### config.mk
export PLATFORM = sky130hd
export DESIGN_NAME = palette_color_effect
export DESIGN_NICKNAME = d
export VERILOG_FILES = /design/src/sv/pce_pkg.sv /design/src/sv/palette_color_effect.sv /design/src/sv/pce_ctrl.sv /design/src/sv/pce_datapath.sv
export SDC_FILE = /design/constraint.sdc
export NUM_CORES = 2
export LEC_CHECK = 0
export BUFFER_PORTS_ARGS = -buffer_cell sky130_fd_sc_hd__clkbuf_2
export CAP_MARGIN = 30
export CORE_ASPECT_RATIO = 1.25
export CORE_MARGIN = 2
export CORE_UTILIZATION = 40
export CTS_BUF_LIST = sky130_fd_sc_hd__clkbuf_8
export DETAILED_ROUTE_END_ITERATION = 7
export GPL_ROUTABILITY_DRIVEN = 0
export PLACE_DENSITY = 0.67
export SLEW_MARGIN = 20
export SYNTH_ARGS = -nofsm -noshare
export SYNTH_HDL_FRONTEND = slang
export SYNTH_SLANG_ARGS = --single-unit
### constraint.sdc
create_clock -name clk -period 27 [get_ports clk]
set_input_delay 4.05 -clock clk [delete_from_list [all_inputs] [get_ports clk]]
set_output_delay 4.05 -clock clk [all_outputs]
set_load 0.005 [all_outputs]
### src/sv/pce_pkg.sv
package pce_pkg;

    localparam int unsigned CFG_IDX_W  = 3;
    localparam int unsigned CFG_DATA_W = 17;

    localparam logic [CFG_IDX_W-1:0] CFG_EFFECT_MODE = 3'd0;
    localparam logic [CFG_IDX_W-1:0] CFG_TINT_RED    = 3'd1;
    localparam logic [CFG_IDX_W-1:0] CFG_TINT_GREEN  = 3'd2;
    localparam logic [CFG_IDX_W-1:0] CFG_TINT_BLUE   = 3'd3;
    localparam logic [CFG_IDX_W-1:0] CFG_OPACITY     = 3'd4;

    localparam logic [2:0] MODE_TINT      = 3'd0;
    localparam logic [2:0] MODE_RANDOMIZE = 3'd1;
    localparam logic [2:0] MODE_NEGATE    = 3'd2;
    localparam logic [2:0] MODE_DODGE     = 3'd3;
    localparam logic [2:0] MODE_BURN      = 3'd4;
    localparam logic [2:0] MODE_SOFT_TINT = 3'd5;

    localparam logic [16:0] FULL_OPACITY = 17'h10000;
    localparam logic [15:0] LFSR_TAPS    = 16'hb400;
    localparam logic [15:0] NEGATE_MID   = 16'h8000;
    localparam logic [15:0] ALL_ONES     = 16'hffff;
    localparam logic [15:0] SEED_RESET   = 16'h0001;

    localparam logic [1:0] COMP_RED   = 2'd0;
    localparam logic [1:0] COMP_GREEN = 2'd1;
    localparam logic [1:0] COMP_BLUE  = 2'd2;

    typedef struct packed {
        logic [15:0] red_in;
        logic [15:0] green_in;
        logic [15:0] blue_in;
        logic        last_in;
    } pce_in_t;

    typedef struct packed {
        logic [15:0] red_out;
        logic [15:0] green_out;
        logic [15:0] blue_out;
        logic        last_out;
    } pce_out_t;

    // controller -> datapath
    typedef struct packed {
        logic       load;
        logic       mul1;
        logic       mul2;
        logic       fin;
        logic       push;
        logic [1:0] comp;
    } pce_cmd_t;

endpackage

### src/sv/palette_color_effect.sv
// palette_color_effect: one palette entry in, one adjusted entry out.
// Each component, red then green then blue, passes through the shared multiplier
//   in the product, blend product and finish steps; then the result is handed off.
// A new item is taken only after the previous result has gone to the output register.
// Reset (rst_n, async, active low): idle, no result held, configuration registers
//   cleared, noise seed set to 1.
module palette_color_effect (
    input  logic                            clk,
    input  logic                            rst_n,
    // configuration write port
    input  logic                            cfg_we,
    input  logic [pce_pkg::CFG_IDX_W-1:0]   cfg_index,
    input  logic [pce_pkg::CFG_DATA_W-1:0]  cfg_data,
    // input item channel
    input  logic                            in_valid,
    output logic                            in_stall,
    input  pce_pkg::pce_in_t                in_data,
    // result item channel
    output logic                            out_valid,
    input  logic                            out_stall,
    output pce_pkg::pce_out_t               out_data
);
    import pce_pkg::*;

    pce_cmd_t cmd;

    // Controller walks red, green, blue through multiply, blend and finish
    // steps, then hands the result to the output register. A new item is
    // taken as soon as the controller is back in idle, even while the
    // previous result still waits on out_stall.
    pce_ctrl u_ctrl (
        .clk       (clk),
        .rst_n     (rst_n),
        .in_valid  (in_valid),
        .in_stall  (in_stall),
        .out_valid (out_valid),
        .out_stall (out_stall),
        .cmd       (cmd)
    );

    // Datapath: config registers, noise LFSR (steps only in randomize mode,
    // once per component), one 16x16 multiplier, result and output registers.
    pce_datapath u_dp (
        .clk       (clk),
        .rst_n     (rst_n),
        .cfg_we    (cfg_we),
        .cfg_index (cfg_index),
        .cfg_data  (cfg_data),
        .cmd       (cmd),
        .in_data   (in_data),
        .out_data  (out_data)
    );

endmodule

### src/sv/pce_ctrl.sv
module pce_ctrl (
    input  logic              clk,
    input  logic              rst_n,
    input  logic              in_valid,
    output logic              in_stall,
    output logic              out_valid,
    input  logic              out_stall,
    output pce_pkg::pce_cmd_t cmd
);
    import pce_pkg::*;

    typedef enum logic [2:0] {
        ST_IDLE,
        ST_MUL1,
        ST_MUL2,
        ST_FIN,
        ST_DONE
    } state_t;

    state_t     state_reg;
    state_t     state_next;
    logic [1:0] comp_reg;
    logic [1:0] comp_next;
    logic       out_valid_reg;
    logic       out_valid_next;

    always_comb
    begin
        cmd.load = (state_reg == ST_IDLE) && in_valid;
        cmd.mul1 = (state_reg == ST_MUL1);
        cmd.mul2 = (state_reg == ST_MUL2);
        cmd.fin  = (state_reg == ST_FIN);
        cmd.push = (state_reg == ST_DONE) && (!out_valid_reg || !out_stall);
        cmd.comp = comp_reg;
    end

    always_comb
    begin
        state_next = state_reg;
        comp_next  = comp_reg;
        case (state_reg)
            ST_IDLE:
            begin
                if (in_valid)
                begin
                    state_next = ST_MUL1;
                    comp_next  = COMP_RED;
                end
            end
            ST_MUL1: state_next = ST_MUL2;
            ST_MUL2: state_next = ST_FIN;
            ST_FIN:
            begin
                if (comp_reg == COMP_BLUE)
                begin
                    state_next = ST_DONE;
                end
                else
                begin
                    state_next = ST_MUL1;
                    comp_next  = comp_reg + 2'd1;
                end
            end
            ST_DONE:
            begin
                if (cmd.push)
                begin
                    state_next = ST_IDLE;
                end
            end
            default: state_next = ST_IDLE;
        endcase
    end

    always_comb
    begin
        if (cmd.push)
        begin
            out_valid_next = 1'b1;
        end
        else if (!out_stall)
        begin
            out_valid_next = 1'b0;
        end
        else
        begin
            out_valid_next = out_valid_reg;
        end
    end

    always_ff @(posedge clk or negedge rst_n)
    begin
        if (!rst_n)
        begin
            state_reg     <= ST_IDLE;
            comp_reg      <= COMP_RED;
            out_valid_reg <= 1'b0;
        end
        else
        begin
            state_reg     <= state_next;
            comp_reg      <= comp_next;
            out_valid_reg <= out_valid_next;
        end
    end

    assign in_stall  = (state_reg != ST_IDLE);
    assign out_valid = out_valid_reg;

endmodule

### src/sv/pce_datapath.sv
module pce_datapath (
    input  logic                              clk,
    input  logic                              rst_n,
    input  logic                              cfg_we,
    input  logic [pce_pkg::CFG_IDX_W-1:0]     cfg_index,
    input  logic [pce_pkg::CFG_DATA_W-1:0]    cfg_data,
    input  pce_pkg::pce_cmd_t                 cmd,
    input  pce_pkg::pce_in_t                  in_data,
    output pce_pkg::pce_out_t                 out_data
);
    import pce_pkg::*;

    logic [2:0]         mode_reg;
    logic [15:0]        tint_red_reg;
    logic [15:0]        tint_green_reg;
    logic [15:0]        tint_blue_reg;
    logic [16:0]        opacity_reg;
    logic [15:0]        seed_reg;
    logic [15:0]        seed_next;

    pce_in_t            item_reg;
    logic [7:0]         peak_reg;
    logic [15:0]        mask_reg;
    logic [31:0]        mul1_reg;
    logic signed [26:0] blend_reg;
    logic [15:0]        res_red_reg;
    logic [15:0]        res_green_reg;
    logic [15:0]        res_blue_reg;
    pce_out_t           out_reg;

    logic [16:0]        t;
    logic [8:0]         a;
    logic [15:0]        pinned;
    logic [15:0]        mask_next;
    logic [15:0]        peak_full;
    logic [15:0]        o;
    logic [15:0]        c;
    logic [15:0]        mul_a;
    logic [15:0]        mul_b;
    logic [15:0]        target;
    logic signed [16:0] diff;
    logic [16:0]        inv;
    logic [15:0]        lfsr_step;
    logic [15:0]        x;
    logic [17:0]        neg_hi;
    logic signed [18:0] neg_lo;
    logic signed [18:0] dodge_v;
    logic [17:0]        burn_v;
    logic [15:0]        result;

    // opacity limited to full, blend weight and randomize mask
    always_comb
    begin
        t         = (opacity_reg > FULL_OPACITY) ? FULL_OPACITY : opacity_reg;
        a         = t[16:8];
        pinned    = t[16] ? ALL_ONES : t[15:0];
        mask_next = pinned;
        mask_next = mask_next | (mask_next >> 1);
        mask_next = mask_next | (mask_next >> 2);
        mask_next = mask_next | (mask_next >> 4);
        mask_next = mask_next | (mask_next >> 8);
        inv       = FULL_OPACITY - t;
    end

    always_comb
    begin
        peak_full = in_data.red_in;
        if (in_data.green_in > peak_full)
        begin
            peak_full = in_data.green_in;
        end
        if (in_data.blue_in > peak_full)
        begin
            peak_full = in_data.blue_in;
        end
    end

    always_comb
    begin
        case (cmd.comp)
            COMP_RED:
            begin
                o = item_reg.red_in;
                c = tint_red_reg;
            end
            COMP_GREEN:
            begin
                o = item_reg.green_in;
                c = tint_green_reg;
            end
            default:
            begin
                o = item_reg.blue_in;
                c = tint_blue_reg;
            end
        endcase
    end

    // shared 16x16 multiplier: soft tint scales the color, dodge and burn mix with o
    always_comb
    begin
        mul_a = (mode_reg == MODE_DODGE) ? ~c : c;
        mul_b = (mode_reg == MODE_SOFT_TINT) ? {8'h00, peak_reg} : o;
    end

    always_comb
    begin
        target = (mode_reg == MODE_SOFT_TINT) ? mul1_reg[23:8] : c;
        diff   = $signed({1'b0, target}) - $signed({1'b0, o});
    end

    always_comb
    begin
        lfsr_step = seed_reg[0] ? ((seed_reg >> 1) ^ LFSR_TAPS) : (seed_reg >> 1);
        x         = o ^ c;
        neg_hi    = {2'b00, x} + {1'b0, inv};
        neg_lo    = $signed({3'b000, x}) - $signed({2'b00, inv});
        dodge_v   = $signed({3'b000, ALL_ONES}) - $signed({3'b000, mul1_reg[31:16]})
                    - $signed({2'b00, t});
        burn_v    = {2'b00, mul1_reg[31:16]} + {1'b0, inv};

        case (mode_reg)
            MODE_TINT, MODE_SOFT_TINT:
                result = o + blend_reg[23:8];      // floor of d/256, low bits
            MODE_RANDOMIZE:
                result = o + (lfsr_step & mask_reg);
            MODE_NEGATE:
            begin
                if (o > NEGATE_MID)
                begin
                    result = (neg_hi > {2'b00, o}) ? o : neg_hi[15:0];
                end
                else
                begin
                    result = (neg_lo < $signed({3'b000, o})) ? o : neg_lo[15:0];
                end
            end
            MODE_DODGE:
                result = (dodge_v > $signed({3'b000, o})) ? o : dodge_v[15:0];
            MODE_BURN:
                result = (burn_v > {2'b00, o}) ? o : burn_v[15:0];
            default:
                result = o;
        endcase

        seed_next = seed_reg;
        if (cmd.fin && (mode_reg == MODE_RANDOMIZE))
        begin
            seed_next = lfsr_step;
        end
    end

    // control-side state: configuration and noise seed
    always_ff @(posedge clk or negedge rst_n)
    begin
        if (!rst_n)
        begin
            mode_reg       <= MODE_TINT;
            tint_red_reg   <= '0;
            tint_green_reg <= '0;
            tint_blue_reg  <= '0;
            opacity_reg    <= '0;
            seed_reg       <= SEED_RESET;
        end
        else
        begin
            seed_reg <= seed_next;
            if (cfg_we)
            begin
                case (cfg_index)
                    CFG_EFFECT_MODE: mode_reg       <= cfg_data[2:0];
                    CFG_TINT_RED:    tint_red_reg   <= cfg_data[15:0];
                    CFG_TINT_GREEN:  tint_green_reg <= cfg_data[15:0];
                    CFG_TINT_BLUE:   tint_blue_reg  <= cfg_data[15:0];
                    CFG_OPACITY:     opacity_reg    <= cfg_data;
                    default:         ;
                endcase
            end
        end
    end

    // payload registers
    always_ff @(posedge clk)
    begin
        if (cmd.load)
        begin
            item_reg <= in_data;
            peak_reg <= peak_full[15:8];
            mask_reg <= mask_next;
        end
        if (cmd.mul1)
        begin
            mul1_reg <= mul_a * mul_b;
        end
        if (cmd.mul2)
        begin
            blend_reg <= diff * $signed({1'b0, a});
        end
        if (cmd.fin)
        begin
            case (cmd.comp)
                COMP_RED:   res_red_reg   <= result;
                COMP_GREEN: res_green_reg <= result;
                default:    res_blue_reg  <= result;
            endcase
        end
        if (cmd.push)
        begin
            out_reg.red_out   <= res_red_reg;
            out_reg.green_out <= res_green_reg;
            out_reg.blue_out  <= res_blue_reg;
            out_reg.last_out  <= item_reg.last_in;
        end
    end

    assign out_data = out_reg;

endmodule

==> summary.md <==
| Metric | Value |
|---|---|
| Post-Syn Instances | 3494 |
| Final Slew Violations | 0 |
| Worst Tran Pin Value | 1.04 ns |
| Post-synth net total | between 4000 and 5000 |
| Routed vias | 26500 |
| Core area | 81500 sq um |
| Fin nets | about 4400 |
| Worst setup SP type | flip-flop |
| Largest stage delay, worst path | roughly 0.74 ns |
| Total setup buffers inserted after CTS | 0 |
| Share of post-route cells with drive strength above 1 | 10.8% |
| Number of max-cap violations | 0 |
| CTS Hold Bufs | 0 |
| DRC Markers | 0 |
| Yosys warns | 0 |
| Critical path class | reg2reg |
| Die area | 84700 sq um |
| CTS H-tree depth | 2 |
| Final hold vios | 0 |
| Post-synth top area cell | fa_1 |
| Unrepaired setup endpoints after global routing | false |
| Initial Util | 40.4% |
| Clock period minus worst slack | just under 10 ns |
| Crit-path slowest cell | ha_2 |
| 1st-pass router iterations | 7 |
| #FFs+latches synth | 300 |
| Outcome | completed |
| Worst r2r dst | u_dp.blend_reg[23]$_DFFE_PP_ |
| CTS sink cnt | 300 |
| DPL Wire Length | about 83000 um |
| Detailed Route WL | 102000 um |
| Max clock buf depth | 3 |
| CTS tree | yes |
| Chip height | 325 um |
| Worst-path maximum fanout | 39 |
| Achievable clock frequency | 101 MHz |
| Synth Area per Inst | 9.43 sq um |
| CTS buffer count | 49 |
| Final setup viols | 0 |
| Post-CTS Resized | 0 |
| Hold EP | u_dp.out_data[32]$_DFFE_PP_ |
| Vias in the first global route | about 27000 |
| Synth Cell Area | 33000 sq um |
| Worst Clk Skew | 0.0396 ns |
| Ys async rst share | 30.0% |
| First-pass GRT wire length | 156000 um |
| Synth top area cells | fa_1 19%, edfxtp_1 19%, ha_1 13%, dfrtp_1 6.8%, inv_1 5.8% |
| Tcrit/Tclk final | 36.8% |
| Initial antenna violation count | 6 |
| FP Rows | 117 |
| Hold depth | 0 |
| Normalized max-slew margin | between 30% and 40% |
| Setup TNS | 0 ns |
| Worst R2R Path Depth | 32 |
| Overflow after GRT | 0 |
| CP endpoint kind | flip-flop |
| # IOs | 125 |
| Post-synth EDFFs | 210 |
| Arrival time worst endpoint | approximately 10 ns |
| I/O Buffers | 124 |
| Commonest non-fill, non-tap cells in the layout | 524 x inv_1, 398 x nand2_1, 342 x ha_1 |
| Clock transition at path regs | 0.07 ns |
| Netlist cell types | 89 |
| Req. time, crit path | between 20 and 30 ns |
| Cell mode on critical path | fa_1 |
| Area share of the largest cell type after synthesis | 19.1% |
| Clk_lat worst skew | roughly 0.66 ns |
| Leading cell type in the layout, fill and taps excluded | inv_1 |
| Beginning of the worst hold path | u_dp.res_green_reg[15]$_DFFE_PP_ |
| R2R setup slack | 17.05 ns |
| Hold crit path type | reg2reg |
| Seq/Total Area, Yosys | 26.0% |
| Final antenna-violating net count | 0 |
| Worst R2R Start | u_ctrl.comp_reg[1]$_DFFE_PN0P_ |
| Top FF cell, synth | edfxtp_1 |
| Clock Tree Root | clkbuf_8 |
| Total GRT Usage | about a quarter |
| Die X | 261 um |
| Number of vias per cell | 5.59 |
| 1st-iter DRT viols | 2139 |
| Drt wl/cell | between 20 and 25 um |
| Layout area overhead | 9.47% |
| Largest net degree at the start of global routing | 74 |
-- worst max-delay path: cells and delay by family, from the launching register on --
| kind | cells | cell delay [ns] |
|---|---|---|
| AO/OA/AOI/OAI | 8 | 2.17 |
| XOR/XNOR | 3 | 0.99 |
| adder cells (fa/ha/maj) | 9 | 4.45 |
| buffers and inverters | 5 | 0.49 |
| flip-flops | 1 | 0.40 |
| AND/OR/NAND/NOR | 7 | 1.15 |
-- cell usage after synthesis (10+ instances only) --
| master | instances |
|---|---|
| a211oi_1 | 31 |
| a21o_1 | 35 |
| a21oi_1 | 147 |
| a221oi_1 | 19 |
| a22o_1 | 19 |
| a22oi_1 | 19 |
| a31oi_1 | 16 |
| and2_1 | 37 |
| and3_1 | 12 |
| buf_1 | 11 |
| buf_2 | 18 |
| clkbuf_1 | 71 |
| dfrtp_1 | 89 |
| edfxtp_1 | 210 |
| fa_1 | 315 |
| ha_1 | 344 |
| inv_1 | 507 |
| mux2_2 | 88 |
| mux2i_1 | 22 |
| nand2_1 | 398 |
| nand2b_1 | 30 |
| nand3_1 | 45 |
| nand4_1 | 22 |
| nor2_1 | 305 |
| nor2b_1 | 56 |
| nor3_1 | 59 |
| nor3b_1 | 10 |
| nor4_1 | 11 |
| o211ai_1 | 24 |
| o21a_1 | 46 |
| o21ai_0 | 109 |
| o21bai_1 | 12 |
| o31a_1 | 13 |
| o31ai_1 | 14 |
| or2_2 | 17 |
| or3_1 | 23 |
| xnor2_1 | 131 |
| xor2_1 | 48 |
-- metal layers --
layer | track usage (%) | up-vias | wire (um)
li1 | - | 12000 | -
met1 | 27.8 | 13100 | 37800
met2 | 41.0 | 1038 | 49400
met3 | 4.17 | 388 | 6620
met4 | 16.2 | 4 | 7970
met5 | 0 | - | 28
-- metrics by stage --
step	util [%]	cells	area (sq um)	hold WS (ns)	setup slack (ns)
after detailed placement	42.9	4645	35000	0.405	17.20
final	44.2	4745	36100	0.417	17.05
after global placement	42.9	4641	35000	0.400	17.38
after global routing	44.2	4743	36100	0.420	16.39
after CTS	44.1	4734	36000	0.415	17.19
after floorplan	-	3494	33000	0.400	18.15
-- logic make-up after synthesis --
logic type	after synthesis	synth area share [%]
buffers and inverters	612	7.06
DFF	300	26.0
AOI/OAI and AO/OA	578	11.7
xor gates and xnor gates	179	4.76
adders and majority gates	659	32.2
muxes	110	3.67
and+or+nand+nor	1056	14.7
-- final cells by class --
| class | count | area (sq um) |
|---|---|---|
| clock inverter | 36 | 230 |
| fill | 7788 | 45500 |
| clock buffer | 53 | 729 |
| timing repair buffer | 189 | 1140 |
| multi-input combinational | 2582 | 22200 |
| tap | 1071 | 1340 |
| sequential | 300 | 8560 |
| antenna | 3 | 7.51 |
| inverter | 511 | 1920 |
-- worst max path at each step --
| stage | cells after the start | from | to |
|---|---|---|---|
| 3_5_place_dp | 33 | u_ctrl.comp_reg[0]$_DFFE_PN0P_ | u_dp.blend_reg[23]$_DFFE_PP_ |
| 4_1_cts | 33 | u_ctrl.comp_reg[0]$_DFFE_PN0P_ | u_dp.blend_reg[23]$_DFFE_PP_ |
| 3_3_place_gp | 32 | u_ctrl.comp_reg[0]$_DFFE_PN0P_ | u_dp.blend_reg[23]$_DFFE_PP_ |
| 5_1_grt | 33 | u_ctrl.comp_reg[1]$_DFFE_PN0P_ | u_dp.blend_reg[23]$_DFFE_PP_ |
| 6_report | 32 | u_ctrl.comp_reg[1]$_DFFE_PN0P_ | u_dp.blend_reg[23]$_DFFE_PP_ |
| 2_1_floorplan | 24 | in_data[34] | u_dp.peak_reg[0]$_DFFE_PP_ |
Power is left out: the tool's default activity adds up to more than one toggle a clock period on the data nets, which glitch-free logic cannot reach.
